### config.mk
export PLATFORM = sky130hd
export DESIGN_NAME = pitch_calibration_curve_core
export DESIGN_NICKNAME = d
export VERILOG_FILES = /design/src/rtl/pcc_pkg.sv /design/src/rtl/pcc_points.sv /design/src/rtl/pcc_curve.sv /design/src/rtl/pitch_calibration_curve_core.sv
export SDC_FILE = /design/constraint.sdc
export NUM_CORES = 2
export LEC_CHECK = 0
export ABC_CLOCK_PERIOD_IN_PS = 11000
export BUFFER_PORTS_ARGS = -buffer_cell sky130_fd_sc_hd__buf_4
export CORE_MARGIN = 3
export CORE_UTILIZATION = 40
export DETAILED_ROUTE_END_ITERATION = 10
export PLACE_DENSITY = 0.64
export SYNTH_ARGS = -nofsm -noshare
export SYNTH_HDL_FRONTEND = slang
export SYNTH_SLANG_ARGS = --single-unit
### constraint.sdc
create_clock -name clk -period 11 [get_ports clk]
set_clock_uncertainty 0.05 [all_clocks]
set_input_delay 3.3 -clock clk [delete_from_list [all_inputs] [get_ports clk]]
set_output_delay 3.3 -clock clk [all_outputs]
set_load 0.05 [all_outputs]
### src/rtl/pcc_pkg.sv
package pcc_pkg;

  localparam int NUM_POINTS = 9;
  localparam int PT_IDX_W   = $clog2(NUM_POINTS);
  localparam int TUNE_REGS  = 3;
  localparam int TUNES_PER_REG = 3;

  localparam int PITCH_W = 17;
  localparam int FRAC_W  = 12;
  localparam int PT_W    = 16;
  localparam int EFF_W   = 13;
  localparam int SLOPE_W = 13;
  localparam int CORR_W  = 16;
  localparam int CFG_W   = 48;
  localparam int CFG_IDX_W = 3;

  localparam int IN_DATA_W  = 24;
  localparam int OUT_DATA_W = 40;
  localparam int OUT_USED_W = 2 * PITCH_W + 1;

  // interpolation weights and products
  localparam int WA_W   = FRAC_W + 1;
  localparam int WB_W   = PITCH_W;
  localparam int CNUM_W = SLOPE_W + WB_W + 1;

  // round(cnum / 3072), with 3072 = 1024 * 3: bias, shift, then reciprocal of 3
  localparam int SHIFT_HALF  = 1536;
  localparam int SHIFT_BIAS_Q = 1 << 18;
  localparam int SHIFT_BIAS  = 3072 * SHIFT_BIAS_Q;
  localparam int Y_LSB       = 10;
  localparam int Y_W         = 21;
  localparam int RECIP_SHIFT = 21;
  localparam int RECIP3      = ((1 << RECIP_SHIFT) + 1) / 3;
  localparam int MUL_W       = Y_W + RECIP_SHIFT;
  localparam int Q_W         = MUL_W - RECIP_SHIFT;
  localparam int SHIFT_W     = Q_W + 1;
  localparam int SUM_W       = SHIFT_W + 1;

  localparam int POINT_LIMIT = 3072;
  localparam int OUT_LIMIT   = 40960;
  localparam int PT_MAX      = (1 << (PT_W - 1)) - 1;
  localparam int PT_MIN      = -(1 << (PT_W - 1));
  localparam int CORR_MAX    = (1 << (CORR_W - 1)) - 1;
  localparam int CORR_MIN    = -(1 << (CORR_W - 1));

  localparam logic signed [PITCH_W-1:0] TOP_VOLT = PITCH_W'((NUM_POINTS - 1) << FRAC_W);
  localparam logic [WA_W-1:0] ONE_VOLT_W = WA_W'(1 << FRAC_W);

  // register indexes
  localparam logic [CFG_IDX_W-1:0] REG_TUNE_LO    = 3'd0;
  localparam logic [CFG_IDX_W-1:0] REG_TUNE_MID   = 3'd1;
  localparam logic [CFG_IDX_W-1:0] REG_TUNE_HI    = 3'd2;
  localparam logic [CFG_IDX_W-1:0] REG_LOW_SLOPE  = 3'd3;
  localparam logic [CFG_IDX_W-1:0] REG_HIGH_SLOPE = 3'd4;
  localparam logic [CFG_IDX_W-1:0] REG_NUDGE_STEP = 3'd5;

  localparam logic signed [SLOPE_W-1:0] NUDGE_STEP_RESET = SLOPE_W'(256);

  typedef logic signed [PT_W-1:0] point_t;
  typedef point_t [NUM_POINTS-1:0] point_vec_t;

  typedef struct packed {
    logic signed [PITCH_W-1:0] pitch;
    logic nudge_up;
    logic nudge_down;
    logic clear_here;
    logic clear_every;
    logic selected;
  } sample_t;

  typedef struct packed {
    point_vec_t tune;
    logic signed [SLOPE_W-1:0] low_slope;
    logic signed [SLOPE_W-1:0] high_slope;
    logic signed [SLOPE_W-1:0] step;
  } cfg_t;

  typedef struct packed {
    logic signed [EFF_W-1:0]   ea;
    logic [WA_W-1:0]           wa;
    logic signed [SLOPE_W-1:0] eb;
    logic [WB_W-1:0]           wb;
    logic signed [PITCH_W-1:0] pitch;
    logic                      selected;
  } terms_t;

  typedef struct packed {
    logic [MUL_W-1:0]          prod;
    logic signed [CORR_W-1:0]  corr;
    logic                      pos;
    logic                      neg;
    logic signed [PITCH_W-1:0] pitch;
    logic                      selected;
  } scaled_t;

  function automatic point_t sat_point(input logic signed [PT_W:0] v);
    if (v > PT_MAX) return PT_W'(PT_MAX);
    else if (v < PT_MIN) return PT_W'(PT_MIN);
    else return PT_W'(v);
  endfunction

  function automatic logic signed [EFF_W-1:0] clamp_eff(input logic signed [PT_W:0] v);
    if (v > POINT_LIMIT) return EFF_W'(POINT_LIMIT);
    else if (v < -POINT_LIMIT) return EFF_W'(-POINT_LIMIT);
    else return EFF_W'(v);
  endfunction

endpackage

### src/rtl/pcc_points.sv
module pcc_points import pcc_pkg::*; (
  input  logic    clk,
  input  logic    rst,
  input  logic    fire,
  input  sample_t sample,
  input  cfg_t    cfg,
  output terms_t  terms
);

  point_vec_t offsets;
  point_vec_t offsets_next;
  logic [3:0] gate_hist;
  logic [3:0] lev;
  logic [3:0] rise;
  logic up;
  logic down;
  logic zero_adj;
  logic [PT_IDX_W-1:0] lo_idx;
  logic [PT_IDX_W-1:0] hi_idx;
  logic [FRAC_W-1:0] frac;
  logic signed [EFF_W-1:0] eff [NUM_POINTS];
  terms_t terms_next;

  assign lev  = {sample.clear_every, sample.clear_here, sample.nudge_down, sample.nudge_up};
  assign rise = lev & ~gate_hist;
  assign up   = rise[0];
  assign down = rise[1];
  assign zero_adj = (up && down) || rise[2];
  assign frac = sample.pitch[FRAC_W-1:0];

  // adjacent points
  always_comb begin
    if (sample.pitch <= 0) begin
      lo_idx = '0;
      hi_idx = '0;
    end else if (sample.pitch >= TOP_VOLT) begin
      lo_idx = PT_IDX_W'(NUM_POINTS - 1);
      hi_idx = PT_IDX_W'(NUM_POINTS - 1);
    end else begin
      lo_idx = sample.pitch[FRAC_W+PT_IDX_W-1:FRAC_W];
      hi_idx = (frac == '0) ? lo_idx : lo_idx + 1'b1;
    end
  end

  // one edit lane per point, then its effective value
  always_comb begin
    point_t base;
    logic adj;
    logic signed [SLOPE_W:0] amt;
    logic signed [PT_W:0] sum;
    for (int k = 0; k < NUM_POINTS; k++) begin
      base = rise[3] ? '0 : offsets[k];
      adj  = sample.selected && (lo_idx == PT_IDX_W'(k) || hi_idx == PT_IDX_W'(k));
      amt  = up ? (SLOPE_W+1)'(cfg.step) : -((SLOPE_W+1)'(cfg.step));
      sum  = (PT_W+1)'(base) + (PT_W+1)'(amt);
      if (adj && zero_adj) offsets_next[k] = '0;
      else if (adj && (up || down)) offsets_next[k] = sat_point(sum);
      else offsets_next[k] = base;
      eff[k] = clamp_eff((PT_W+1)'(offsets_next[k]) + (PT_W+1)'(cfg.tune[k]));
    end
  end

  always_comb begin
    terms_next.pitch    = sample.pitch;
    terms_next.selected = sample.selected;
    terms_next.ea       = eff[lo_idx];
    if (sample.pitch < 0) begin
      terms_next.wa = ONE_VOLT_W;
      terms_next.eb = cfg.low_slope;
      terms_next.wb = WB_W'(-((PITCH_W+1)'(sample.pitch)));
    end else if (sample.pitch > TOP_VOLT) begin
      terms_next.wa = ONE_VOLT_W;
      terms_next.eb = cfg.high_slope;
      terms_next.wb = WB_W'(unsigned'(sample.pitch - TOP_VOLT));
    end else begin
      terms_next.wa = ONE_VOLT_W - WA_W'(frac);
      terms_next.eb = eff[hi_idx];
      terms_next.wb = WB_W'(frac);
    end
  end

  always_ff @(posedge clk) begin
    if (rst) begin
      offsets   <= '0;
      gate_hist <= '0;
    end else if (fire) begin
      offsets   <= offsets_next;
      gate_hist <= lev;
    end
  end

  always_ff @(posedge clk) begin
    if (fire) begin
      terms <= terms_next;
    end
  end

endmodule

### src/rtl/pcc_curve.sv
module pcc_curve import pcc_pkg::*; (
  input  logic    clk,
  input  logic    load_b,
  input  logic    load_c,
  input  terms_t  terms,
  output scaled_t scaled
);

  logic signed [EFF_W+WA_W:0]   prod_a;
  logic signed [CNUM_W-1:0]     prod_b;
  logic signed [CNUM_W-1:0]     cnum;
  logic signed [PITCH_W-1:0]    pitch_b;
  logic                         sel_b;
  logic signed [CNUM_W:0]       rounded;
  logic signed [CNUM_W-FRAC_W:0] corr_wide;
  logic signed [CNUM_W:0]       biased;
  logic [Y_W-1:0]               y;
  logic signed [CORR_W-1:0]     corr_sat;

  assign prod_a = terms.ea * $signed({1'b0, terms.wa});
  assign prod_b = terms.eb * $signed({1'b0, terms.wb});

  always_ff @(posedge clk) begin
    if (load_b) begin
      cnum    <= CNUM_W'(prod_a) + prod_b;
      pitch_b <= terms.pitch;
      sel_b   <= terms.selected;
    end
  end

  // correction in 1/256 semitone, halves round up
  assign rounded   = (CNUM_W+1)'(cnum) + (CNUM_W+1)'(1 << (FRAC_W - 1));
  assign corr_wide = $signed(rounded[CNUM_W:FRAC_W]);

  always_comb begin
    if (corr_wide > CORR_MAX) corr_sat = CORR_W'(CORR_MAX);
    else if (corr_wide < CORR_MIN) corr_sat = CORR_W'(CORR_MIN);
    else corr_sat = CORR_W'(corr_wide);
  end

  // biased to stay positive, then floor by 1024 and by 3
  assign biased = (CNUM_W+1)'(cnum) + (CNUM_W+1)'(SHIFT_BIAS + SHIFT_HALF);
  assign y      = biased[Y_LSB+Y_W-1:Y_LSB];

  always_ff @(posedge clk) begin
    if (load_c) begin
      scaled.prod     <= MUL_W'(y) * MUL_W'(RECIP3);
      scaled.corr     <= corr_sat;
      scaled.pos      <= cnum > 0;
      scaled.neg      <= cnum < 0;
      scaled.pitch    <= pitch_b;
      scaled.selected <= sel_b;
    end
  end

endmodule

### src/rtl/pitch_calibration_curve_core.sv
// pitch calibration curve, one sample per clock while the output is not stalled
// a sample passes the sample_q, terms, cnum, scaled and output registers in order
// throughput: one sample per cycle when not stalled; five register stages with a stall that
// ripples back only through full stages
// reset (synchronous): points, gate history, lamps and valids clear,
// tunes and slopes go to zero, nudge step to 256
module pitch_calibration_curve_core import pcc_pkg::*; (
  input  logic                  clk,
  input  logic                  rst,
  input  logic                  cfg_we,
  input  logic [CFG_IDX_W-1:0]  cfg_index,
  input  logic [CFG_W-1:0]      cfg_data,
  input  logic                  s_tvalid,
  output logic                  s_tready,
  // pitch[16:0], nudge_up, nudge_down, clear_here, clear_every, selected, zero pad
  input  logic [IN_DATA_W-1:0]  s_tdata,
  output logic                  m_tvalid,
  input  logic                  m_tready,
  // corrected_pitch[16:0], correction_amount[15:0], lamp_up, lamp_down, zero pad
  output logic [OUT_DATA_W-1:0] m_tdata
);

  logic [CFG_W-1:0] tune_words [TUNE_REGS];
  logic signed [SLOPE_W-1:0] low_slope;
  logic signed [SLOPE_W-1:0] high_slope;
  logic signed [SLOPE_W-1:0] nudge_step;
  cfg_t cfg;

  logic v0, v1, v2, v3, v4;
  logic rdy0, rdy1, rdy2, rdy3, rdy4;
  sample_t sample_in;
  sample_t sample_q;
  terms_t  terms;
  scaled_t scaled;

  logic [Q_W-1:0]            quot;
  logic signed [SHIFT_W-1:0] shift;
  logic signed [SUM_W-1:0]   sum;
  logic signed [PITCH_W-1:0] corrected_q;
  logic signed [CORR_W-1:0]  corr_q;
  logic lamp_up;
  logic lamp_down;
  logic lamp_load;

  // configuration
  always_ff @(posedge clk) begin
    if (rst) begin
      for (int r = 0; r < TUNE_REGS; r++) tune_words[r] <= '0;
      low_slope  <= '0;
      high_slope <= '0;
      nudge_step <= NUDGE_STEP_RESET;
    end else if (cfg_we) begin
      unique case (cfg_index)
        REG_TUNE_LO:    tune_words[0] <= cfg_data;
        REG_TUNE_MID:   tune_words[1] <= cfg_data;
        REG_TUNE_HI:    tune_words[2] <= cfg_data;
        REG_LOW_SLOPE:  low_slope  <= SLOPE_W'(cfg_data);
        REG_HIGH_SLOPE: high_slope <= SLOPE_W'(cfg_data);
        REG_NUDGE_STEP: nudge_step <= SLOPE_W'(cfg_data);
        default: ;
      endcase
    end
  end

  always_comb begin
    for (int r = 0; r < TUNE_REGS; r++) begin
      for (int i = 0; i < TUNES_PER_REG; i++) begin
        cfg.tune[TUNES_PER_REG*r+i] = tune_words[r][i*PT_W +: PT_W];
      end
    end
    cfg.low_slope  = low_slope;
    cfg.high_slope = high_slope;
    cfg.step       = nudge_step;
  end

  // stage flow control
  assign rdy4 = !v4 || m_tready;
  assign rdy3 = !v3 || rdy4;
  assign rdy2 = !v2 || rdy3;
  assign rdy1 = !v1 || rdy2;
  assign rdy0 = !v0 || rdy1;
  assign s_tready = rdy0;
  assign m_tvalid = v4;

  always_ff @(posedge clk) begin
    if (rst) begin
      v0 <= 1'b0;
      v1 <= 1'b0;
      v2 <= 1'b0;
      v3 <= 1'b0;
      v4 <= 1'b0;
    end else begin
      if (rdy0) v0 <= s_tvalid;
      if (rdy1) v1 <= v0;
      if (rdy2) v2 <= v1;
      if (rdy3) v3 <= v2;
      if (rdy4) v4 <= v3;
    end
  end

  assign sample_in.pitch       = $signed(s_tdata[PITCH_W-1:0]);
  assign sample_in.nudge_up    = s_tdata[PITCH_W];
  assign sample_in.nudge_down  = s_tdata[PITCH_W+1];
  assign sample_in.clear_here  = s_tdata[PITCH_W+2];
  assign sample_in.clear_every = s_tdata[PITCH_W+3];
  assign sample_in.selected    = s_tdata[PITCH_W+4];

  always_ff @(posedge clk) begin
    if (rdy0 && s_tvalid) begin
      sample_q <= sample_in;
    end
  end

  pcc_points u_points (
    .clk    (clk),
    .rst    (rst),
    .fire   (rdy1 && v0),
    .sample (sample_q),
    .cfg    (cfg),
    .terms  (terms)
  );

  pcc_curve u_curve (
    .clk    (clk),
    .load_b (rdy2 && v1),
    .load_c (rdy3 && v2),
    .terms  (terms),
    .scaled (scaled)
  );

  // output stage: pitch shift and saturation
  assign quot  = scaled.prod[MUL_W-1:RECIP_SHIFT];
  assign shift = $signed({1'b0, quot}) - SHIFT_W'(SHIFT_BIAS_Q);
  assign sum   = SUM_W'(scaled.pitch) + SUM_W'(shift);
  assign lamp_load = rdy4 && v3 && scaled.selected;

  always_ff @(posedge clk) begin
    if (rdy4 && v3) begin
      if (sum > OUT_LIMIT) corrected_q <= PITCH_W'(OUT_LIMIT);
      else if (sum < -OUT_LIMIT) corrected_q <= PITCH_W'(-OUT_LIMIT);
      else corrected_q <= PITCH_W'(sum);
      corr_q <= scaled.corr;
    end
  end

  // lamps hold until a selected sample passes
  always_ff @(posedge clk) begin
    if (rst) begin
      lamp_up   <= 1'b0;
      lamp_down <= 1'b0;
    end else if (lamp_load) begin
      lamp_up   <= scaled.pos;
      lamp_down <= scaled.neg;
    end
  end

  assign m_tdata = {(OUT_DATA_W - OUT_USED_W)'(0), lamp_down, lamp_up, corr_q, corrected_q};

  a_lamps_exclusive: assert property (@(posedge clk) disable iff (rst)
    !(lamp_up && lamp_down))
    else $error("both lamps lit");

  a_stall_only_when_full: assert property (@(posedge clk) disable iff (rst)
    !s_tready |-> (m_tvalid && !m_tready && v0 && v1 && v2 && v3))
    else $error("input stalled while a stage is free");

  a_lamps_change_on_load: assert property (@(posedge clk) disable iff (rst)
    (lamp_up != $past(lamp_up) || lamp_down != $past(lamp_down)) |-> $past(lamp_load))
    else $error("lamps changed without a selected sample");

endmodule

==> impl_metrics.env <==
export IMPL_io_pins=122
export IMPL_grt_max_degree=66
export IMPL_post_route_min_period_ns=9.654
export IMPL_worst_path_most_repeated_cell="a21oi_1"
export IMPL_max_stage_delay_ns=0.82
export IMPL_vias=53860
export IMPL_grt_use_total=0.2583
export IMPL_io_buffers=114
export IMPL_yosysWarnings=0
export IMPL_status="finished clean"
export IMPL_gp_congestion=0.9965
export IMPL_ff_latch_area_um2=15200
export IMPL_finalHoldViolations=0
export IMPL_synth_edf_count=377
export IMPL_end_kind="flip-flop"
export IMPL_dr_pass1_iters=7
export IMPL_clock_path_buffers=3
export IMPL_cap_violations=0
export IMPL_placed_cells_incl_taps=9157
export IMPL_tns_ns=0
export IMPL_fin_nets=8390
export IMPL_crit_fanout=19
export IMPL_coreArea_um2=154900
export IMPL_ys_flop_type="edfxtp_1"
export IMPL_numCtsBuffers=71
export IMPL_cts_sinks=571
export IMPL_wl_per_cell_um=22.93
export IMPL_multi_input_area_um2=43910
export IMPL_dp_hpwl_um=169300
export IMPL_initial_utilization=0.4047
export IMPL_fp_dieArea_um2=161600
export IMPL_tightest_slew_ns=1.311
export IMPL_cts_setup_buffers=0
export IMPL_viasPerCell=5.797
export IMPL_fp_dieW_um=402.0
export IMPL_clock_root_buffer="clkbuf_16"
export IMPL_max_slew_margin=0.1259
export IMPL_max_freq_ghz=0.1036
export IMPL_syn_inst=7097
export IMPL_drive_above_1_share=0.06253
export IMPL_syn_area_um2=62710
export IMPL_cp_data_required_time_ns=11.42
export IMPL_critPathSlowestCell="or4b_2"
export IMPL_antenna_found_initial=13
export IMPL_antenna_left=0
export IMPL_cts_max_level=3
export IMPL_initialDrtViolationCount=5084
export IMPL_ff2ff_setup_slack_ns=1.35
export IMPL_ys_ff_latch=571
export IMPL_cts_tree="yes"
export IMPL_die_height_um=402.0
export IMPL_finalSetupViolations=0
export IMPL_finalCritPeriodShare=0.8776
export IMPL_place_ws_ns=1.613
export IMPL_grt_overflow=0
export IMPL_async_flop_share=0
export IMPL_routed_wl_um=213100
export IMPL_ctsHoldBuffers=0
export IMPL_cp_data_arrival_time_ns=10.07
export IMPL_num_rows=144
export IMPL_rsz0062_at_grt="no"
export IMPL_syn_area_per_cell_um2=8.837
export IMPL_worstSetupPathType="flip-flop to flip-flop"
export IMPL_grt_pass1_vias=52920
export IMPL_whs_ns=0.3688
export IMPL_drv_slew=0
export IMPL_clk_latency_ns=0.71
export IMPL_start_kind="flip-flop"
export IMPL_setup_slack_ns=1.346
export IMPL_route_detailed_drc=0
export IMPL_cts_clk_slew_worst_paths_ns=0.06
export IMPL_cts_resized=0
export IMPL_grt_pass1_wl_um=320200
export IMPL_ys_types=101
export IMPL_final_cells=9292
export IMPL_synth_seq_area_share=0.2424
export IMPL_hp_class="flip-flop to flip-flop"
export IMPL_area_growth_pct=9.896
export IMPL_fillers=15000
metrics by stage:
step | util | instance area (um^2)
3_3_place_gp | 0.4288 | 66450
4_1_cts | 0.4447 | 68900
5_1_grt | 0.4447 | 68910
3_5_place_dp | 0.4288 | 66450
2_1_floorplan | - | 62730
6_report | 0.4448 | 68920
cell usage after synthesis (all sizes together) (21+ instances only):
| cell type | n | area, um^2 |
|---|---|---|
| o21ai | 432 | 2162 |
| o31ai | 40 | 300.3 |
| nor2b | 66 | 412.9 |
| a221oi | 22 | 210.2 |
| or2 | 22 | 137.6 |
| a21o | 130 | 975.9 |
| and2 | 375 | 2346 |
| xor2 | 84 | 735.7 |
| nor3 | 113 | 575.6 |
| a211oi | 67 | 508.0 |
| nor2 | 475 | 1783 |
| inv | 751 | 2819 |
| nand3 | 107 | 535.5 |
| fa | 505 | 10110 |
| o22ai | 21 | 131.4 |
| nand2b | 88 | 550.5 |
| a22oi | 32 | 240.2 |
| clkbuf | 205 | 769.5 |
| buf | 38 | 191.4 |
| xnor2 | 262 | 2302 |
| nand4 | 34 | 212.7 |
| edfxtp | 377 | 11320 |
| a22o | 48 | 420.4 |
| and3 | 35 | 219.0 |
| a21oi | 431 | 2157 |
| dfxtp | 194 | 3884 |
| a31oi | 68 | 440.4 |
| o21a | 63 | 473.0 |
| or3 | 45 | 281.5 |
| o21bai | 41 | 307.8 |
| ha | 619 | 7745 |
| nor4 | 32 | 215.2 |
| nor3b | 28 | 210.2 |
| nand2 | 810 | 3040 |
| o211ai | 42 | 315.3 |
| maj3 | 22 | 221.5 |
final timing paths:
kind	start	end	cells after the start
max	sample_q[4]	u_points.terms[39]	31
max reg2reg	sample_q[4]	u_points.terms[39]	31
min	u_curve.pitch_b[2]	u_curve.scaled[3]	0
min reg2reg	u_curve.pitch_b[2]	u_curve.scaled[3]	0
flip-flops by register name (all words and copies together) (netlist names), 4 cells and up:
signal	flops
nudge_step	13
u_curve.scaled	56
u_curve.pitch_b	17
sample_q	22
tune_words	144
corr_q	16
u_curve.cnum	31
high_slope	13
u_points.terms	73
corrected_q	17
u_points.offsets	144
low_slope	13
u_points.gate_hist	4
critical path, delay by kind of cell (launching register included):
kind / cells / cell delay (ns)
AO/OA/AOI/OAI: 18 / 5.02
AND/OR/NAND/NOR: 6 / 1.62
flip-flops: 1 / 0.48
XOR/XNOR: 1 / 0.39
adder cells (fa/ha/maj): 3 / 0.96
buffers and inverters: 3 / 0.82
routing by layer:
layer  global-route usage  routed length (um)
met5                    0                  54
met3              0.04520               16530
met2               0.4127               95620
met1               0.3360               88150
met4               0.1322               12720
final cells by class:
cell class / instances / area share
repair buffers: 255 / 0.02832
multi-input cells: 5534 / 0.6371
clock inverters: 36 / 0.006209
inverters: 753 / 0.04105
well taps: 2044 / 0.03711
flip-flops and latches: 571 / 0.2206
clock buffers: 96 / 0.02945
diodes: 3 / 0.0001089
cells in the final DEF (no fill, tap or decap), types with 39 or more instances in the layout:
cell type | Yosys | routed
xnor2_1 | 261 | 257
o21bai_1 | 41 | 41
nand3_1 | 107 | 107
edfxtp_1 | 377 | 377
and2_1 | 370 | 370
nand2b_1 | 88 | 87
o31ai_1 | 40 | 39
o21ai_0 | 420 | 417
a211oi_1 | 66 | 66
o211ai_1 | 42 | 42
a21o_1 | 130 | 128
dfxtp_1 | 194 | 194
clkbuf_16 | 0 | 75
nor3_1 | 111 | 111
a21oi_1 | 431 | 430
buf_4 | 8 | 252
a22o_1 | 48 | 48
or3_1 | 45 | 45
inv_1 | 750 | 749
nor2_1 | 475 | 472
a31oi_1 | 67 | 66
o21a_1 | 63 | 63
xor2_1 | 84 | 82
ha_1 | 619 | 619
fa_1 | 505 | 505
nor2b_1 | 66 | 63
nand2_1 | 810 | 809
logic make-up (layout without fill, tap and decap cells):
kind of cell | after synthesis | after routing | share of synthesized area
buffers and inverters | 996 | 1140 | 0.06039
flip-flops | 571 | 571 | 0.2424
XOR/XNOR | 351 | 351 | 0.05026
AND/OR/NAND/NOR | 2300 | 2300 | 0.1772
multiplexers | 20 | 20 | 0.003232
other | 1 | 8 | 0.00005980
AO/OA/AOI/OAI | 1712 | 1712 | 0.1781
adder cells (fa/ha/maj) | 1146 | 1146 | 0.2882
Power is left out: the tool's default activity adds up to more than one toggle a clock period on the data nets, which glitch-free logic cannot reach.
